$ cat src/hdl/bpr_pkg.sv
// ----------------------------------------------------------------------------
// bpr_pkg
// Shared types, constants and helpers for the BMP pixel to RGB565 streamer.
// ----------------------------------------------------------------------------
package bpr_pkg;

   localparam int PALETTE_DEPTH = 256;
   localparam int COORD_BITS    = 13;
   localparam int PAL_AW        = $clog2(PALETTE_DEPTH);
   localparam int SUM_W         = 16;
   localparam logic [SUM_W-1:0] COORD_MASK = SUM_W'((32'd1 << COORD_BITS) - 32'd1);

   // request modes
   localparam logic [1:0] MODE_LOAD  = 2'd0;
   localparam logic [1:0] MODE_START = 2'd1;
   localparam logic [1:0] MODE_DATA  = 2'd2;

   // pixel formats
   localparam logic [1:0] FMT_PAL  = 2'd0;
   localparam logic [1:0] FMT_565  = 2'd1;
   localparam logic [1:0] FMT_888  = 2'd2;
   localparam logic [1:0] FMT_8888 = 2'd3;

   // register indexes
   localparam logic [2:0] REG_FORMAT   = 3'd0;
   localparam logic [2:0] REG_ORIGIN_X = 3'd1;
   localparam logic [2:0] REG_ORIGIN_Y = 3'd2;
   localparam logic [2:0] REG_WIDTH    = 3'd3;
   localparam logic [2:0] REG_HEIGHT   = 3'd4;

   // result kinds
   localparam logic KIND_CURSOR = 1'b0;
   localparam logic KIND_PIXEL  = 1'b1;

   typedef struct packed {
      logic [1:0]  pixel_format;
      logic [11:0] origin_x;
      logic [11:0] origin_y;
      logic [12:0] image_width;
      logic [13:0] image_height;
   } cfg_type;

   typedef struct packed {
      logic        cursor;
      logic        pixel;
      logic        lut;
      logic        lut_ok;
      logic        raw;
      logic [23:0] held;
      logic [12:0] column;
      logic [12:0] row;
   } item_type;

   function automatic logic [13:0] rows_eff(input logic [13:0] height);
      logic [13:0] mag;
      mag = height[13] ? 14'(~height + 14'd1) : height;
      return (mag == '0) ? 14'd1 : mag;
   endfunction

   function automatic logic [15:0] to565(input logic [23:0] c);
      return {c[23:19], c[15:10], c[7:3]};
   endfunction

endpackage

$ cat src/hdl/bpr_emit.sv
// ----------------------------------------------------------------------------
// bpr_emit
// Color conversion, screen coordinates and the result register.
// ----------------------------------------------------------------------------
module bpr_emit (
   input  logic              clock,
   input  logic              reset,
   input  bpr_pkg::cfg_type  cfg,
   input  logic              s1_valid,
   input  bpr_pkg::item_type s1_item,
   input  logic [23:0]       lut_data,
   output logic              s1_take,
   output logic              rsp_tvalid,
   input  logic              rsp_tready,
   output logic [12:0]       rsp_x,
   output logic [12:0]       rsp_y,
   output logic [15:0]       rsp_pixel,
   output logic              rsp_kind,
   output logic              rsp_last
);

   logic        out_valid_ff, out_valid_in;
   logic        out_kind_ff, out_kind_in;
   logic        out_last_ff, out_last_in;
   logic        pend_ff, pend_in;
   logic [12:0] out_x_ff, out_x_in;
   logic [12:0] out_y_ff, out_y_in;
   logic [15:0] out_px_ff, out_px_in;
   logic [15:0] pend_px_ff, pend_px_in;
   logic        out_free;
   logic [23:0] color;
   logic [15:0] px;
   logic [bpr_pkg::SUM_W-1:0] x_sum, y_sum;

   assign out_free = !out_valid_ff || (rsp_tready && !pend_ff);
   assign s1_take  = s1_valid && out_free;

   assign color = s1_item.lut ? (s1_item.lut_ok ? lut_data : 24'd0) : s1_item.held;
   assign px    = s1_item.raw ? s1_item.held[15:0] : bpr_pkg::to565(color);

   assign x_sum = (bpr_pkg::SUM_W'(cfg.origin_x) + bpr_pkg::SUM_W'(s1_item.column))
                  & bpr_pkg::COORD_MASK;
   assign y_sum = (cfg.image_height[13]
                  ? bpr_pkg::SUM_W'(cfg.origin_y) + bpr_pkg::SUM_W'(s1_item.row)
                  : bpr_pkg::SUM_W'(cfg.origin_y)
                    + bpr_pkg::SUM_W'(bpr_pkg::rows_eff(cfg.image_height))
                    - bpr_pkg::SUM_W'(1) - bpr_pkg::SUM_W'(s1_item.row))
                  & bpr_pkg::COORD_MASK;

   always_comb begin
      out_valid_in = out_valid_ff;
      out_kind_in  = out_kind_ff;
      out_last_in  = out_last_ff;
      pend_in      = pend_ff;
      out_x_in     = out_x_ff;
      out_y_in     = out_y_ff;
      out_px_in    = out_px_ff;
      pend_px_in   = pend_px_ff;
      priority if (s1_take) begin
         out_valid_in = 1'b1;
         out_x_in     = x_sum[12:0];
         out_y_in     = y_sum[12:0];
         pend_px_in   = px;
         if (s1_item.cursor) begin
            out_kind_in = bpr_pkg::KIND_CURSOR;
            out_px_in   = '0;
            out_last_in = !s1_item.pixel;
            pend_in     = s1_item.pixel;
         end else begin
            out_kind_in = bpr_pkg::KIND_PIXEL;
            out_px_in   = px;
            out_last_in = 1'b1;
            pend_in     = 1'b0;
         end
      end else if (out_valid_ff && rsp_tready && pend_ff) begin
         out_kind_in = bpr_pkg::KIND_PIXEL;
         out_px_in   = pend_px_ff;
         out_last_in = 1'b1;
         pend_in     = 1'b0;
      end else if (out_valid_ff && rsp_tready) begin
         out_valid_in = 1'b0;
      end
   end

   always_ff @(posedge clock) begin
      if (reset) begin
         out_valid_ff <= 1'b0;
         pend_ff      <= 1'b0;
      end else begin
         out_valid_ff <= out_valid_in;
         pend_ff      <= pend_in;
      end
      out_kind_ff <= out_kind_in;
      out_last_ff <= out_last_in;
      out_x_ff    <= out_x_in;
      out_y_ff    <= out_y_in;
      out_px_ff   <= out_px_in;
      pend_px_ff  <= pend_px_in;
   end

   assign rsp_tvalid = out_valid_ff;
   assign rsp_x      = out_x_ff;
   assign rsp_y      = out_y_ff;
   assign rsp_pixel  = out_px_ff;
   assign rsp_kind   = out_kind_ff;
   assign rsp_last   = out_last_ff;

   a_pend_shape: assert property (@(posedge clock) disable iff (reset)
      pend_ff |-> (out_valid_ff && out_kind_ff == bpr_pkg::KIND_CURSOR && !out_last_ff))
      else $error("pending pixel without leading cursor result");

   a_pend_follow: assert property (@(posedge clock) disable iff (reset)
      (out_valid_ff && rsp_tready && pend_ff) |=>
      (out_valid_ff && out_kind_ff == bpr_pkg::KIND_PIXEL && out_last_ff))
      else $error("pixel did not follow cursor result");

   a_take_fills: assert property (@(posedge clock) disable iff (reset)
      s1_take |=> out_valid_ff)
      else $error("taken request produced no result");

endmodule

$ cat config.mk
export PLATFORM = sky130hd
export DESIGN_NAME = bpr_emit
export DESIGN_NICKNAME = d
export VERILOG_FILES = /design/src/hdl/bpr_pkg.sv /design/src/hdl/bpr_emit.sv
export SDC_FILE = /design/constraint.sdc
export NUM_CORES = 1
export LEC_CHECK = 0
export BUFFER_PORTS_ARGS = -buffer_cell sky130_fd_sc_hd__buf_2
export CAP_MARGIN = 20
export CORE_ASPECT_RATIO = 2
export CORE_MARGIN = 5
export CORE_UTILIZATION = 40
export DETAILED_ROUTE_END_ITERATION = 10
export GPL_TIMING_DRIVEN = 1
export PLACE_DENSITY = 0.66
export SYNTH_ARGS = -nofsm -noshare
export SYNTH_HDL_FRONTEND = slang
export SYNTH_SLANG_ARGS = --single-unit
$ cat constraint.sdc
create_clock -name clock -period 9.15 [get_ports clock]
set_input_delay 0.4575 -clock clock [delete_from_list [all_inputs] [get_ports clock]]
set_output_delay 0.4575 -clock clock [all_outputs]
set_load 0.005 [all_outputs]
==> results.toml, run 1 <==
[sta]
slew_violations = 0
finalHoldViolations = 0
tightest_slew_ns = 1.03
setup_tns_ns = 0
grt_setup_unrepaired = "false"
max_freq_ghz = 0.222
post-route-period-util_pct = 49.2
setup_viol = 0
period_minus_slack_ns = 4.50
finalClockSkew_ns = 0.0102
setup_ws_ns = 4.65
relSlewSlack_pct = 31.3

[clock_tree]
cts.clk_slew.worst_paths_ns = 0.05
cts_hold_buf = 0
tritoncts = "built"
clockBufferDepth = 2
clk_latency_ns = 0.33
cts.sinks = 62
post_cts_resized = 0
clockRootBuffer = "clkbuf_16"
cts_buffers = 9
cts_setup_buffers = 0
htree_levels = 3

[global_route]
grt_pass1_wl_mm = 21.6
antenna_found_initial = 1
grt_usage_pct = 17.2
grt_remaining_overflow = 0
grt_start_max_net_pins = 33
gr-usage-met1_pct = 15.4
grt.met3_usage_pct = 2.99
grt_pass1_vias = 4707
grtUsageMet2_pct = 35.0
busiest_layer = "met2"

[cells_and_area]
seqCellArea_um2 = 1840
multiInputGateArea_um2 = 3000
n_antenna_cell = 0
utilization_pct = 50.7
num-fill-cells = 1203
fin_area_um2 = 6400
fin_nets = 887
drive_gt1_share_pct = 27.1
area_growth_pct = 24.0

[worst_setup_path]
crit_family = "compound AO/OA/AOI/OAI gates"
worstReg2RegEnd = "rsp_pixel[11]"
required_ns = 9.30
slowest_stage = "inv_1"
slowest_delay_ns = 0.49
path_cells = "buf_2 > inv_1 > a21oi_1 > xnor2_1 > nand4_1 > nor4b_2 > a41o_1 > fa_1 > ha_1 > inv_1 > fa_1 > nand2b_1 > a21oi_1 > o31a_1 > o21ai_0 > nor4b_1 > a211oi_1"
critPathCaptureType = "flop"
r2r_slack_ns = 6.86
cp_max_fo = 28
crit_buf_inv = 3
worst-setup-path-type = "in2reg"
crit_path_start_kind = "input pin"
r2r-start = "pend_ff"
r2r_cells = 4
arrival_ns = 4.66

[pwr]
powerDensity_nw_per_um2 = 166
power.internal_w = 0.000739
p_clk_share_pct = 34.3
total_power_w = 0.00106
p_comb_share_pct = 31.6
ir_drop_v = 0.000134
swShare_pct = 30.2
p_seq_share_pct = 34.2
p_leak_nw = 2.96
power_switching_w = 0.000320

[die]
die_area_um2 = 15400
row_count = 58
die_w_um = 90.3
start_util_pct = 40.8
core_um2 = 12600
dieHeight_um = 171
io-pin-count = 182

[synthesis]
yosysUniqueCellTypes = 63
ys.flop_type = "edfxtp_1"
synth_edf_count = 60
synth_area_leaders = "edfxtp_1 (35%), ha_1 (12%), fa_1 (5.8%)"
yosys_warnings = 0
async_reset_ff_share_pct = 0
synth_commonest_cells = "inv_1 (70), edfxtp_1 (60), ha_1 (48)"
post-synth-top-count-cell = "inv_1"
synth_area_um2 = 5160
seq_area_frac_synth_pct = 35.7
syn_area_per_cell_um2 = 9.64
yosysTopAreaCellShare_pct = 34.9
synth.largest_area_cell = "edfxtp_1"
syn_inst = 535
syn_nets = 734
yosys_register_bits = 62

[drt]
drtAntennaViolNets = 0
vias = 4511
drtPass1Iterations = 4
totalWireLength_mm = 13.5
drcViolationCount = 0
avgViaCountPerCell = 5.35
detail_route.wl_per_cell_um = 16.0
drtIter0Drc = 113

[placed_design]
place_ws_ns = 4.28
gp_congestion = 0.910
dp_hpwl_mm = 11.2
io_buffers = 155
placed_cell_area_um2 = 6080

[worst_hold_path]
holdCritPathClass = "in2reg"
min_from = "reset"
holdPathEnd = "rsp_tvalid"
holdPathStages = 2

[job]
max_cap_violations = 0

[run_status]
outcome = "finished clean"
## metrics by stage
step / instances / hold WS (ns)
floorplan: 535 / 0.455
global placement: 827 / 0.484
detailed placement: 827 / 0.494
CTS: 843 / 0.303
global route: 843 / 0.302
finish: 843 / 0.317
## power groups by stage
stage	combinational, W	clock, W	sequential, W
6_report	0.000334	0.000363	0.000362
5_1_grt	0.000374	0.000385	0.000366
4_1_cts	0.000335	0.000373	0.000362
3_5_place_dp	0.000333	0	0.000368
3_3_place_gp	0.000324	0	0.000367
2_1_floorplan	0.000216	0	0.000371
## worst max path at each step
stage / start / end / slack (ns) / cells after the start
global placement: cfg[13] / rsp_y[9] / 4.36 / 17
global route: cfg[13] / rsp_y[9] / 4.27 / 17
CTS: cfg[13] / rsp_y[9] / 4.60 / 17
finish: cfg[13] / rsp_y[9] / 4.65 / 17
floorplan: cfg[0] / rsp_y[11] / 5.45 / 17
detailed placement: cfg[13] / rsp_y[9] / 4.28 / 17
## final cells by class
| type | count | area share [%] |
|---|---|---|
| clock buffer | 9 | 3.52 |
| inverter | 71 | 4.17 |
| tap | 150 | 2.93 |
| multi-input combinational | 388 | 46.8 |
| timing repair buffer | 156 | 12.2 |
| sequential | 62 | 28.8 |
| clock inverter | 7 | 1.51 |
## state kept, by name (all words and copies together), names as in the netlist
| name | cells |
|---|---|
| pend_px_ff | 16 |
| rsp_pixel | 16 |
| rsp_x | 13 |
| rsp_y | 13 |
| pend_ff | 1 |
| rsp_kind | 1 |
| rsp_last | 1 |
| rsp_tvalid | 1 |
## cell usage in the layout, fill, tap and decap left out, types with 3 or more instances in the layout
cell type,count
nand4_1,3
ha_1,48
o31ai_1,4
or3_1,3
o21ai_0,34
nor3_1,5
xnor2_1,16
mux2i_1,3
fa_1,15
a2111oi_0,4
a21o_1,8
a21oi_1,45
nor2_1,30
nand2_1,39
buf_2,155
clkbuf_16,9
nor3b_1,4
nand2b_1,7
edfxtp_1,60
o211ai_1,5
nand3_1,5
and3_1,4
nor4_1,5
a211oi_1,8
a22o_1,16
a31oi_1,4
nor2b_1,21
inv_1,69
xor2_1,13
## kinds of logic (layout without fill, tap and decap cells)
family                   after synthesis  count (layout)  synth area share, %
AO/OA/AOI/OAI                        154             154                 20.6
AND/OR/NAND/NOR                      138             138                 14.1
buffers and inverters                 85             243                 6.26
adder cells (fa/ha/maj)               63              63                 17.5
flip-flops                            62              62                 35.7
XOR/XNOR                              30              30                 5.24
multiplexers                           3               3                0.582
## layer usage
metal	vias to the layer above	wire length [um]	part of all wire, %
met2	121	7950	59
met1	2143	4540	34
met4	2	485	3.6
met5	-	7	0.052
li1	2215	-	-
met3	30	547	4.0
Note: power is estimated with default switching activity, not from simulation.
==> run 2: changes to the inputs <==
ABC_AREA = 1   (was unset)
clock period = 4.4 ns   (was 9.15 ns; I/O delays follow)
==> run 2 against run 1 <==
  * Flip-flop and latch count unchanged
  * Highest routed layer is now met4
  * Final cell count increased by 16%
  * Largest cell class unchanged
  * First-iteration DRC count decreased by 18%
  * Synthesized cell count increased by 24%
  * Core utilization decreased by 1.3 points
  * Area after synthesis increased by 4.8%
  * Critical path type unchanged
  * Worst hold slack got worse by 0.23 ns
==> results.toml, run 2 <==
[drt]
totalWireLength_mm = 14.6
m1WireLength_mm = 4.69
vias = 4916
drtPass1Iterations = 4
drtAntennaViolNets = 0
route.met2.wl_mm = 8.70
drcViolationCount = 0
dr_wl_met3_um = 535
avgViaCountPerCell = 5.02
detail_route.wl_per_cell_um = 14.9
top_layer = "met4"
drtIter0Drc = 93

[die]
die_area_um2 = 16100
row_count = 60
die_w_um = 92.2
start_util_pct = 40.4
io-pin-count = 182
dieHeight_um = 174
core_um2 = 13400

[worst_setup_path]
worstReg2RegEnd = "rsp_last"
cp_max_fo = 5
r2r_cells = 5
crit_path_start_kind = "input pin"
worst-setup-path-type = "in2reg"
r2r-start = "pend_ff"
arrival_ns = 3.12
required_ns = 4.47
critPathCaptureType = "flop"
r2r_slack_ns = 2.52

[pwr]
ir_drop_v = 0.000146
swShare_pct = 32.1
p_comb_share_pct = 32.5
p_seq_share_pct = 35.4
power_switching_w = 0.000678
p_clk_share_pct = 32.1
power.internal_w = 0.00143
p_leak_nw = 3.41
powerDensity_nw_per_um2 = 320
total_power_w = 0.00211

[synthesis]
synth_compound_area_share_pct = 16.3
synth_edf_count = 60
synth_area_um2 = 5400
async_reset_ff_share_pct = 0
synth_area_leaders = "edfxtp_1 (33%), ha_1 (11%), nand2_1 (8.7%)"
ys.flop_type = "edfxtp_1"
synth.area.mux_share_pct = 0
seq_area_frac_synth_pct = 34.1
yosysUniqueCellTypes = 37
synthAdderAreaFrac_pct = 16.7
syn_nets = 864
synth_commonest_cells = "nand2_1 (125), inv_1 (117), edfxtp_1 (60)"
synthXorXnorAreaFrac_pct = 2.25
syn_inst = 665
yosys_register_bits = 62
yosysTopAreaCellShare_pct = 33.3
post-synth-top-count-cell = "nand2_1"
syn_area_per_cell_um2 = 8.13
synth_top_family_by_area = "simple AND/OR/NAND/NOR gates"
synth_simple_gate_area_share_pct = 19.3
synth.largest_area_cell = "edfxtp_1"
yosys_warnings = 0

[placed_design]
io_buffers = 155
dp_hpwl_mm = 12.3
placed_cell_area_um2 = 6300
gp_congestion = 0.881

[clock_tree]
cts_buffers = 9
clockRootBuffer = "clkbuf_16"
cts_hold_buf = 0
cts_setup_buffers = 0
htree_levels = 3
post_cts_resized = 0
clk_latency_ns = 0.32
clockBufferDepth = 2
cts.clk_slew.worst_paths_ns = 0.05
tritoncts = "built"
cts.sinks = 62

[cells_and_area]
n_antenna_cell = 0
fin_nets = 1019
fin_area_um2 = 6590
drive_gt1_share_pct = 27.6
num-fill-cells = 1327
area_growth_pct = 21.9
mostFrequentLayoutCells = "buf_2 (155), nand2_1 (125), inv_1 (117)"
mostFrequentLayoutCell = "buf_2"
utilization_pct = 49.3

[sta]
grt_setup_unrepaired = "false"
post-route-period-util_pct = 69.3
relSlewSlack_pct = 55.3
setup_viol = 0
slew_violations = 0
period_minus_slack_ns = 3.05
finalClockSkew_ns = 0.00363
max_freq_ghz = 0.328
setup_tns_ns = 0
finalHoldViolations = 0
tightest_slew_ns = 0.670
holdWs_ns = 0.0827

[worst_hold_path]
holdCritPathClass = "in2reg"
holdPathStages = 2
min_from = "reset"
holdPathEnd = "pend_ff"

[global_route]
grt_pass1_wl_mm = 23.1
grt_remaining_overflow = 0
antenna_found_initial = 0
grt_start_max_net_pins = 46
grt_pass1_vias = 5116
grt_usage_pct = 18.3

[run_status]
outcome = "finished clean"

[job]
max_cap_violations = 0
## run 2: kinds of logic after synthesis
| logic type | count (synthesis) |
|---|---|
| and+or+nand+nor | 230 |
| buffers and inverters | 153 |
| AOI/OAI and AO/OA | 144 |
| adders and majority gates | 63 |
| DFF | 62 |
| xor gates and xnor gates | 13 |
## run 2: through the flow
stage / instances / setup WS, ns
3_5_place_dp: 964 / 0.969
5_1_grt: 980 / 1.11
6_report: 980 / 1.35
4_1_cts: 980 / 1.32
2_1_floorplan: 665 / 1.58
3_3_place_gp: 964 / 1.02
## run 2: worst max-delay path: stages
cell	delay, ns
buf_2	0.08
inv_2	0.05
ha_1	0.30
o21ai_2	0.20
nand2_1	0.07
nor2_1	0.09
nand2_1	0.07
nor2_2	0.12
nand3_2	0.08
nor2_2	0.08
nand2_1	0.09
nand2_1	0.12
fa_1	0.18
ha_1	0.13
inv_1	0.08
fa_1	0.38
inv_1	0.13
nand3_1	0.08
nand2_1	0.12
a21boi_1	0.11
o21bai_1	0.17
nand2_1	0.07
nand2_1	0.06
o21ai_1	0.05
## run 2: worst max-delay path by stage
stage | start | to | slack (ns) | cells past startpoint
6_report | cfg[0] | rsp_y[9] | 1.35 | 24
5_1_grt | cfg[0] | rsp_y[9] | 1.11 | 24
4_1_cts | cfg[0] | rsp_y[9] | 1.32 | 24
3_5_place_dp | cfg[0] | rsp_y[9] | 0.97 | 24
3_3_place_gp | cfg[0] | rsp_y[9] | 1.02 | 24
2_1_floorplan | cfg[0] | rsp_y[9] | 1.58 | 23
## run 2: power by group through the flow
stage | Clock (W) | Combinational, W | Sequential, W
after floorplan | 0 | 0.000447 | 0.000768
after global placement | 0 | 0.000677 | 0.000759
after detailed placement | 0 | 0.000688 | 0.000760
after CTS | 0.000696 | 0.000691 | 0.000748
after global routing | 0.000720 | 0.000777 | 0.000753
final | 0.000677 | 0.000685 | 0.000747
## run 2: final cells by class
cell class	count	area, um2	share of cell area (%)
clock inverters	7	65.1	0.987
flip-flops and latches	62	1840	27.9
multi-input cells	450	2940	44.7
well taps	155	194	2.94
inverters	139	522	7.92
repair buffers	158	798	12.1
clock buffers	9	225	3.42
## run 2: metal layers
| metal | GRT usage, % | vias to the layer above |
|---|---|---|
| met5 | 0 | - |
| met3 | 2.08 | 37 |
| li1 | - | 2504 |
| met4 | 9.80 | 0 |
| met1 | 15.9 | 2236 |
| met2 | 38.2 | 139 |
